[src/hw/rtl/clj_pkg.sv]
package clj_pkg;

  // Byte codes that the scanner recognizes.
  localparam logic [7:0] CH_NUL    = 8'h00;
  localparam logic [7:0] CH_TAB    = 8'h09;
  localparam logic [7:0] CH_NL     = 8'h0A;
  localparam logic [7:0] CH_VT     = 8'h0B;
  localparam logic [7:0] CH_FF     = 8'h0C;
  localparam logic [7:0] CH_CR     = 8'h0D;
  localparam logic [7:0] CH_SPACE  = 8'h20;
  localparam logic [7:0] CH_HASH   = 8'h23;
  localparam logic [7:0] CH_BSLASH = 8'h5C;

  // Source of the word loaded into the output register.
  typedef enum logic [1:0] {
    SRC_IN,
    SRC_HELD,
    SRC_PEND,
    SRC_END
  } clj_src_t;

  // Classes of the input byte.
  typedef struct packed {
    logic is_zero;
    logic is_nl;
    logic is_blank;
    logic is_sptab;
    logic is_hash;
    logic is_bslash;
  } clj_cls_t;

  // Commands from the controller to the datapath.
  typedef struct packed {
    logic     load;
    clj_src_t src;
    logic     push;
    logic     flush_step;
    logic     join_run;
    logic     scan_step;
    logic     save_pend;
  } clj_cmd_t;

  // Status from the datapath to the controller.
  typedef struct packed {
    clj_cls_t cls;
    logic     slot_free;
    logic     held_empty;
    logic     held_full;
    logic     has_bs;
    logic     bs_deep;
    logic     last_held;
    logic     rd_bs;
    logic     idx_zero;
  } clj_sts_t;

endpackage

[src/hw/rtl/config_line_joiner_unit.sv]
// Joins a configuration text, one byte per word, into logical lines: blank lines, leading
// whitespace and '#' comment lines are dropped, and a line ending in a backslash continues
// on the next one. Each logical line leaves as its bytes followed by one word with
// line_end set and out_byte zero; a zero input byte ends the text. A byte is taken when the
// sequencer is idle and the output register is free. Trailing whitespace and backslashes
// wait in a HOLD_DEPTH-entry buffer memory. A byte that releases a held run keeps the input
// closed while the run drains from the memory's single read port, one word per cycle while
// the output register is free, and then while the released byte or the end marker is sent.
// A newline that joins lines with earlier held words also closes the input while the buffer
// is searched backward for a further backslash. There is no clearing pass after reset.
module config_line_joiner_unit
  import clj_pkg::*;
#(
  parameter int HOLD_DEPTH = 16
) (
  input  logic       clk,
  input  logic       rst,
  input  logic       in_valid,
  output logic       in_ready,
  input  logic [7:0] in_byte,
  output logic       out_valid,
  input  logic       out_ready,
  output logic [7:0] out_byte,
  output logic       line_end
);

  clj_cmd_t cmd;
  clj_sts_t sts;

  // Sequencer.
  clj_ctrl u_ctrl (
    .clk      (clk),
    .rst      (rst),
    .in_valid (in_valid),
    .in_ready (in_ready),
    .sts      (sts),
    .cmd      (cmd)
  );

  // Held run buffer and output register.
  clj_datapath #(
    .HOLD_DEPTH (HOLD_DEPTH)
  ) u_datapath (
    .clk       (clk),
    .rst       (rst),
    .in_byte   (in_byte),
    .cmd       (cmd),
    .sts       (sts),
    .out_valid (out_valid),
    .out_ready (out_ready),
    .out_byte  (out_byte),
    .line_end  (line_end)
  );

`ifndef SYNTH
  // An end marker carries a zero byte.
  a_end_zero: assert property (@(posedge clk) disable iff (rst)
    (out_valid && line_end) |-> (out_byte == CH_NUL))
    else $error("end marker with nonzero byte");

  // No word is taken while a result is stalled in the output register.
  a_no_take_on_stall: assert property (@(posedge clk) disable iff (rst)
    (out_valid && !out_ready) |-> !in_ready)
    else $error("input taken while output stalled");

  // A word taken while the buffer drains would be lost.
  a_one_load: assert property (@(posedge clk) disable iff (rst)
    (cmd.flush_step || cmd.scan_step) |-> !in_ready)
    else $error("input taken during flush or scan");

  // Nothing is offered right after reset.
  a_reset_quiet: assert property (@(posedge clk)
    $past(rst) |-> !out_valid)
    else $error("output valid after reset");
`endif

endmodule

[src/hw/rtl/clj_ctrl.sv]
module clj_ctrl
  import clj_pkg::*;
(
  input  logic     clk,
  input  logic     rst,
  input  logic     in_valid,
  output logic     in_ready,
  input  clj_sts_t sts,
  output clj_cmd_t cmd
);

  // Sequencer states.
  typedef enum logic [3:0] {
    ST_IDLE  = 4'b0001,
    ST_FLUSH = 4'b0010,
    ST_TAIL  = 4'b0100,
    ST_SCAN  = 4'b1000
  } ctrl_state_t;

  // Scanner modes over the text.
  typedef enum logic [4:0] {
    M_START    = 5'b00001,
    M_COMMENT  = 5'b00010,
    M_LINE     = 5'b00100,
    M_JOIN     = 5'b01000,
    M_JCOMMENT = 5'b10000
  } scan_mode_t;

  ctrl_state_t state, state_next;
  scan_mode_t  mode, mode_next;
  logic        tail_end, tail_end_next;
  logic        do_line;

  // A word is taken only when idle and the output register can take a result.
  assign in_ready = (state == ST_IDLE) && sts.slot_free;

  always_comb begin
    cmd           = '0;
    cmd.src       = SRC_IN;
    state_next    = state;
    mode_next     = mode;
    tail_end_next = tail_end;
    do_line       = 1'b0;
    unique case (state)
      ST_IDLE: begin
        if (in_valid && in_ready) begin
          // Decide by mode whether the byte belongs to a line.
          unique case (mode)
            M_START: begin
              if (sts.cls.is_hash) begin
                mode_next = M_COMMENT;
              end else if (!(sts.cls.is_zero || sts.cls.is_nl || sts.cls.is_blank)) begin
                do_line = 1'b1;
              end
            end
            M_COMMENT: begin
              if (sts.cls.is_zero || sts.cls.is_nl) begin
                mode_next = M_START;
              end
            end
            M_LINE: begin
              do_line = 1'b1;
            end
            M_JOIN: begin
              if (sts.cls.is_hash) begin
                mode_next = M_JCOMMENT;
              end else if (!sts.cls.is_sptab) begin
                do_line = 1'b1;
              end
            end
            M_JCOMMENT: begin
              if (sts.cls.is_nl) begin
                mode_next = M_JOIN;
              end else if (sts.cls.is_zero) begin
                do_line = 1'b1;
              end
            end
            default: begin
              mode_next = M_START;
            end
          endcase

          // Line byte handling.
          if (do_line) begin
            if (sts.cls.is_zero || (sts.cls.is_nl && !sts.has_bs)) begin
              mode_next = M_START;
              if (sts.held_empty) begin
                cmd.load = 1'b1;
                cmd.src  = SRC_END;
              end else begin
                tail_end_next = 1'b1;
                state_next    = ST_FLUSH;
              end
            end else if (sts.cls.is_nl) begin
              cmd.join_run = 1'b1;
              mode_next    = M_JOIN;
              if (sts.bs_deep) begin
                state_next = ST_SCAN;
              end
            end else if (sts.cls.is_blank || sts.cls.is_bslash) begin
              cmd.push  = 1'b1;
              mode_next = M_LINE;
              if (sts.held_full) begin
                cmd.load = 1'b1;
                cmd.src  = SRC_HELD;
              end
            end else begin
              mode_next = M_LINE;
              if (sts.held_empty) begin
                cmd.load = 1'b1;
                cmd.src  = SRC_IN;
              end else begin
                cmd.save_pend = 1'b1;
                tail_end_next = 1'b0;
                state_next    = ST_FLUSH;
              end
            end
          end
        end
      end
      ST_FLUSH: begin
        // Send the held run, oldest word first.
        if (sts.slot_free) begin
          cmd.load       = 1'b1;
          cmd.src        = SRC_HELD;
          cmd.flush_step = 1'b1;
          if (sts.last_held) begin
            state_next = ST_TAIL;
          end
        end
      end
      ST_TAIL: begin
        // Send the byte that released the run, or the end marker.
        if (sts.slot_free) begin
          cmd.load   = 1'b1;
          cmd.src    = tail_end ? SRC_END : SRC_PEND;
          state_next = ST_IDLE;
        end
      end
      ST_SCAN: begin
        // Look backward through the held run for an earlier backslash.
        cmd.scan_step = 1'b1;
        if (sts.rd_bs || sts.idx_zero) begin
          state_next = ST_IDLE;
        end
      end
      default: begin
        state_next = ST_IDLE;
      end
    endcase
  end

  always_ff @(posedge clk) begin
    if (rst) begin
      state    <= ST_IDLE;
      mode     <= M_START;
      tail_end <= 1'b0;
    end else begin
      state    <= state_next;
      mode     <= mode_next;
      tail_end <= tail_end_next;
    end
  end

endmodule

[src/hw/rtl/clj_datapath.sv]
module clj_datapath
  import clj_pkg::*;
#(
  parameter int HOLD_DEPTH = 16
) (
  input  logic       clk,
  input  logic       rst,
  input  logic [7:0] in_byte,
  input  clj_cmd_t   cmd,
  output clj_sts_t   sts,
  output logic       out_valid,
  input  logic       out_ready,
  output logic [7:0] out_byte,
  output logic       line_end
);

  localparam int AW = $clog2(HOLD_DEPTH);
  localparam int CW = $clog2(HOLD_DEPTH + 1);
  localparam logic [CW-1:0] DEPTH_C = CW'(HOLD_DEPTH);
  localparam logic [AW:0]   SUM_DEPTH = (AW + 1)'(HOLD_DEPTH);

  logic [7:0]    held_mem [HOLD_DEPTH];
  logic [7:0]    rd_data;
  logic [7:0]    pend;
  logic [AW-1:0] head, head_next;
  logic [AW-1:0] idx, idx_next;
  logic [CW-1:0] count, count_next;
  logic [CW-1:0] last_bs, last_bs_next;
  logic [AW-1:0] wr_addr, rd_addr;
  logic          wr_en;
  clj_cls_t      cls;

  // Circular address: a + b folded back into the buffer.
  function automatic logic [AW-1:0] addr_wrap(input logic [AW-1:0] a,
                                               input logic [AW-1:0] b);
    logic [AW:0] s;
    s = {1'b0, a} + {1'b0, b};
    if (s >= SUM_DEPTH) begin
      s = s - SUM_DEPTH;
    end
    return s[AW-1:0];
  endfunction

  // Classify the input byte.
  always_comb begin
    cls.is_zero   = (in_byte == CH_NUL);
    cls.is_nl     = (in_byte == CH_NL);
    cls.is_sptab  = (in_byte == CH_SPACE) || (in_byte == CH_TAB);
    cls.is_blank  = cls.is_sptab || (in_byte == CH_VT) || (in_byte == CH_FF) ||
                    (in_byte == CH_CR);
    cls.is_hash   = (in_byte == CH_HASH);
    cls.is_bslash = (in_byte == CH_BSLASH);
  end

  // Status toward the controller.
  always_comb begin
    sts.cls        = cls;
    sts.slot_free  = !out_valid || out_ready;
    sts.held_empty = (count == '0);
    sts.held_full  = (count == DEPTH_C);
    sts.has_bs     = (last_bs != '0);
    sts.bs_deep    = (last_bs > CW'(1));
    sts.last_held  = ((CW'(idx) + CW'(1)) == count);
    sts.rd_bs      = (rd_data == CH_BSLASH);
    sts.idx_zero   = (idx == '0);
  end

  // Held run bookkeeping: head, fill count, read index and last backslash.
  always_comb begin
    head_next    = head;
    count_next   = count;
    idx_next     = idx;
    last_bs_next = last_bs;
    wr_en        = 1'b0;
    wr_addr      = addr_wrap(head, count[AW-1:0]);
    if (cmd.push) begin
      wr_en = 1'b1;
      if (sts.held_full) begin
        // The oldest word leaves; the new one takes its slot.
        wr_addr   = head;
        head_next = (head == AW'(HOLD_DEPTH - 1)) ? '0 : head + AW'(1);
        if (cls.is_bslash) begin
          last_bs_next = DEPTH_C;
        end else if (last_bs != '0) begin
          last_bs_next = last_bs - CW'(1);
        end
      end else begin
        count_next = count + CW'(1);
        if (cls.is_bslash) begin
          last_bs_next = count + CW'(1);
        end
      end
    end
    if (cmd.flush_step) begin
      if (sts.last_held) begin
        idx_next     = '0;
        count_next   = '0;
        last_bs_next = '0;
      end else begin
        idx_next = idx + AW'(1);
      end
    end
    if (cmd.join_run) begin
      // Cut from the last backslash on, then rescan what is left.
      count_next   = last_bs - CW'(1);
      last_bs_next = '0;
      idx_next     = sts.bs_deep ? AW'(last_bs - CW'(2)) : '0;
    end
    if (cmd.scan_step) begin
      if (sts.rd_bs) begin
        last_bs_next = CW'(idx) + CW'(1);
        idx_next     = '0;
      end else if (!sts.idx_zero) begin
        idx_next = idx - AW'(1);
      end
    end
  end

  // Read one word ahead so that the data matches the index register.
  assign rd_addr = addr_wrap(head_next, idx_next);

  always_ff @(posedge clk) begin
    if (wr_en) begin
      held_mem[wr_addr] <= in_byte;
    end
    if (wr_en && (wr_addr == rd_addr)) begin
      rd_data <= in_byte;
    end else begin
      rd_data <= held_mem[rd_addr];
    end
  end

  always_ff @(posedge clk) begin
    if (rst) begin
      head    <= '0;
      idx     <= '0;
      count   <= '0;
      last_bs <= '0;
    end else begin
      head    <= head_next;
      idx     <= idx_next;
      count   <= count_next;
      last_bs <= last_bs_next;
    end
  end

  // Pending line byte that waits for the held run to drain.
  always_ff @(posedge clk) begin
    if (cmd.save_pend) begin
      pend <= in_byte;
    end
  end

  // Output register.
  always_ff @(posedge clk) begin
    if (rst) begin
      out_valid <= 1'b0;
    end else if (cmd.load) begin
      out_valid <= 1'b1;
    end else if (out_ready) begin
      out_valid <= 1'b0;
    end
  end

  always_ff @(posedge clk) begin
    if (cmd.load) begin
      case (cmd.src)
        SRC_IN: begin
          out_byte <= in_byte;
          line_end <= 1'b0;
        end
        SRC_HELD: begin
          out_byte <= rd_data;
          line_end <= 1'b0;
        end
        SRC_PEND: begin
          out_byte <= pend;
          line_end <= 1'b0;
        end
        default: begin
          out_byte <= CH_NUL;
          line_end <= 1'b1;
        end
      endcase
    end
  end

endmodule
[config.mk]
export PLATFORM = sky130hd
export DESIGN_NAME = config_line_joiner_unit
export DESIGN_NICKNAME = d
export VERILOG_FILES = /design/src/hw/rtl/clj_pkg.sv /design/src/hw/rtl/config_line_joiner_unit.sv /design/src/hw/rtl/clj_ctrl.sv /design/src/hw/rtl/clj_datapath.sv
export SDC_FILE = /design/constraint.sdc
export NUM_CORES = 1
export LEC_CHECK = 0
export BUFFER_PORTS_ARGS = -buffer_cell sky130_fd_sc_hd__buf_2
export CELL_PAD_IN_SITES_DETAIL_PLACEMENT = 1
export CELL_PAD_IN_SITES_GLOBAL_PLACEMENT = 2
export CORE_ASPECT_RATIO = 1.2
export CORE_MARGIN = 2
export CORE_UTILIZATION = 30
export DETAILED_ROUTE_END_ITERATION = 7
export PLACE_DENSITY = 0.69
export SYNTH_ARGS = -nofsm -noshare
export SYNTH_HDL_FRONTEND = slang
export SYNTH_SLANG_ARGS = --single-unit
export TNS_END_PERCENT = 10
[constraint.sdc]
create_clock -name clk -period 4.86 [get_ports clk]
set_clock_uncertainty 0.15 [all_clocks]
set_input_delay 0.729 -clock clk [delete_from_list [all_inputs] [get_ports clk]]
set_output_delay 0.729 -clock clk [all_outputs]
set_load 0.005 [all_outputs]
==> run_results.csv <==
group,metric,value,unit
routing,ant_nets,0,
cts,postCtsSetupBuffers,0,
yosys,synth_nets,712,
worst_setup_path,rr_worst_depth,11,
yosys,ys_ff_latch,178,
global_route,grt_max_degree,27,
global_route,use_met3,0.02886,
worst_setup_path,cp_max_fo,19,
yosys,synth_ff_type,"edfxtp_1",
power_and_ir_drop,p_comb_frac,0.133,
worst_setup_path,worst_ep_required_time,5.08,ns
power_and_ir_drop,p_switching,0.9565,mW
power_and_ir_drop,ir_drop,175.1,uV
run_status,status,"complete, no violations",
worst_setup_path,critPathKind,"flip-flop to flip-flop",
yosys,ys_top_cells_by_area,"edfxtp_1, dfxtp_1, mux4_2",
final_layout,final_cells,1131,
die,die_y,190.9,um
run,maxCapViolCount,0,
yosys,async_flop_share,0,
cts,clockRootBuffer,"clkbuf_16",
sta,rsz0062_at_grt,"no",
sta,timing.final.crit_share,0.8200,
cts,numCtsBuffers,17,
power_and_ir_drop,power_frac_clock,0.391,
cts,cts_htree_levels,4,
final_layout,fin_util,0.3507,
yosys,yosysUniqueCellTypes,79,
hold_path,worstHoldPathCells,2,
routing,routed_via_density,5.306,
yosys,synth_area_per_cell,12.78,um2
final_layout,final_nets,762,
cts,cts_tree,"built",
yosys,synth_area,8732,um2
sta,setup_violations,0,
final_layout,synthToLayoutAreaGrowth,15.16,%
die,start_util,0.3045,
worst_setup_path,crit_arrival,4.21,ns
cts,cts.sinks,178,
final_layout,drive_gt1_frac,0.1984,
routing,drc,0,
global_route,grt_use_total,0.1743,
die,core-area,28670,um2
sta,worst_pin_slew,1.108,ns
die,die_x,159.7,um
power_and_ir_drop,switching_share,0.2627,
cts,ctsResizeCount,0,
yosys,yosys.area.top_type,"edfxtp_1",
global_route,grt_pass1_vias,6369,
worst_setup_path,end_kind,"flip-flop",
die,io_pins,23,
yosys,synth_top_area_share,0.4986,
cts,holdBufCountCts,0,
global_route,top_usage_layer,"met2",
place,dp.cells,1099,
worst_setup_path,ff2ff_setup_slack,0.87,ns
sta,clock.fmax,250.9,MHz
worst_setup_path,start_kind,"flip-flop",
final_layout,final_cell_mix,"edfxtp_1, nor2_1, a21oi_1",
routing,drtPass1Iterations,5,
global_route,use_met1,0.1974,
routing,routed_wl,25.75,mm
sta,fin_crit,3.985,ns
cts,path_clk_slew,0.07,ns
final_layout,layout_commonest_cell,"edfxtp_1",
place,io_buffers,22,
hold_path,holdCritPathClass,"flip-flop to flip-flop",
sta,hold_viol,0,
yosys,synth-seq-area-share,0.5743,
routing,post_drt_wl_per_cell,22.77,um
power_and_ir_drop,p_seq_frac,0.476,
yosys,synth_edf_count,145,
power_and_ir_drop,p_int,2.684,mW
place,dp_hpwl,18.61,mm
routing,drtIter0Drc,336,
routing,routed-via-count,6001,
die,rows,68,
die,die_area,30490,um2
global_route,antenna_found_initial,0,
sta,drv_slew,0,
power_and_ir_drop,leakagePower,3.340,nW
cts,clk_path_buf_depth,2,
sta,fin_tns_setup,0,ns
global_route,use_met2,0.3223,
cts,clk_latency,0.45,ns
yosys,syn-instance-count,683,
sta,slew_headroom,0.2603,
yosys,ys_warn_count,0,
final_layout,antenna_cells,0,
place,place_congestion,0.8487,
global_route,grt.overflow.total,0,
power_and_ir_drop,power_per_cell_area,362.0,nW/um2
global_route,grt_pass1_wl,39.33,mm
per-stage QoR:
stage / total power, mW / area (um2) / hold WS [ns] / setup slack (ns)
after floorplan: 2.068 / 8732 / 0.3365 / 1.162
after global placement: 2.229 / 9453 / 0.3619 / 0.7483
after detailed placement: 2.246 / 9453 / 0.3793 / 0.6361
after CTS: 3.671 / 10060 / 0.3925 / 0.8720
after global routing: 3.754 / 10060 / 0.4298 / 0.6369
final: 3.640 / 10060 / 0.3794 / 0.8749
cell usage after synthesis (all sizes together) (9+ instances only):
cell type and n:
edfxtp 145, nand2b 9, ha 15, nand3 25, nor3 18, o22ai 12
inv 21, a31oi 9, clkbuf 15, dfxtp 33, mux4 27, o21ai 19
buf 13, nor2 61, a21oi 41, nor2b 15, nand2 38, xnor2 18
mux2i 25
power groups by stage:
stage          registers [mW]  clock network, mW  logic (mW)
2_1_floorplan            1.76                  0       0.312
3_3_place_gp             1.76                  0       0.467
3_5_place_dp             1.77                  0       0.479
4_1_cts                  1.73               1.45       0.486
5_1_grt                  1.74               1.49       0.526
6_report                 1.73               1.42       0.484
worst paths after layout:
path | start | end
setup / recovery | flip-flop | flip-flop
hold / removal | u_ctrl.tail_end | u_ctrl.tail_end
hold reg to reg | u_ctrl.tail_end | u_ctrl.tail_end
setup reg to reg | flip-flop | flip-flop
critical path: stages (launching register included):
cell and delay [ns]:
dfxtp_1 1.05, mux4_2 0.44, a22oi_1 0.21, and3_1 0.29, nand4_1 0.28, nor3_1 0.38, nor2_1 0.09, o21a_1 0.21
ha_1 0.33, a21oi_1 0.17, xnor2_1 0.15, xnor2_1 0.14
layout make-up:
type	count	area, um2
timing repair buffer	59	387.9
multi-input combinational	456	3488
fill	3077	18620
sequential	178	5016
clock buffer	17	425.4
tap	385	481.7
clock inverter	15	177.7
inverter	21	78.83
registers in the layout, indices dropped and copies added, names as in the netlist, named ones only:
register	flops
u_datapath.line_end	1
u_datapath.out_byte	8
u_datapath.last_bs	5
u_datapath.pend	8
u_datapath.idx	4
u_ctrl.state	4
u_ctrl.mode	5
u_ctrl.tail_end	1
u_datapath.count	5
u_datapath.out_valid	1
u_datapath.head	4
u_datapath.held_mem	128
layer usage:
layer	routed length [um]	vias up
li1	-	2728
met1	10270	3113
met2	13720	118
met4	939	0
met5	0	-
met3	819	42
kinds of logic after synthesis:
family                   after synthesis  share of synthesized area
AND/OR/NAND/NOR                      225                     0.1376
flip-flops                           178                     0.5743
AO/OA/AOI/OAI                        134                     0.1066
multiplexers                          54                     0.1009
buffers and inverters                 49                    0.02694
XOR/XNOR                              26                    0.02765
adder cells (fa/ha/maj)               17                    0.02608
Power figures use the tool's default switching activity.
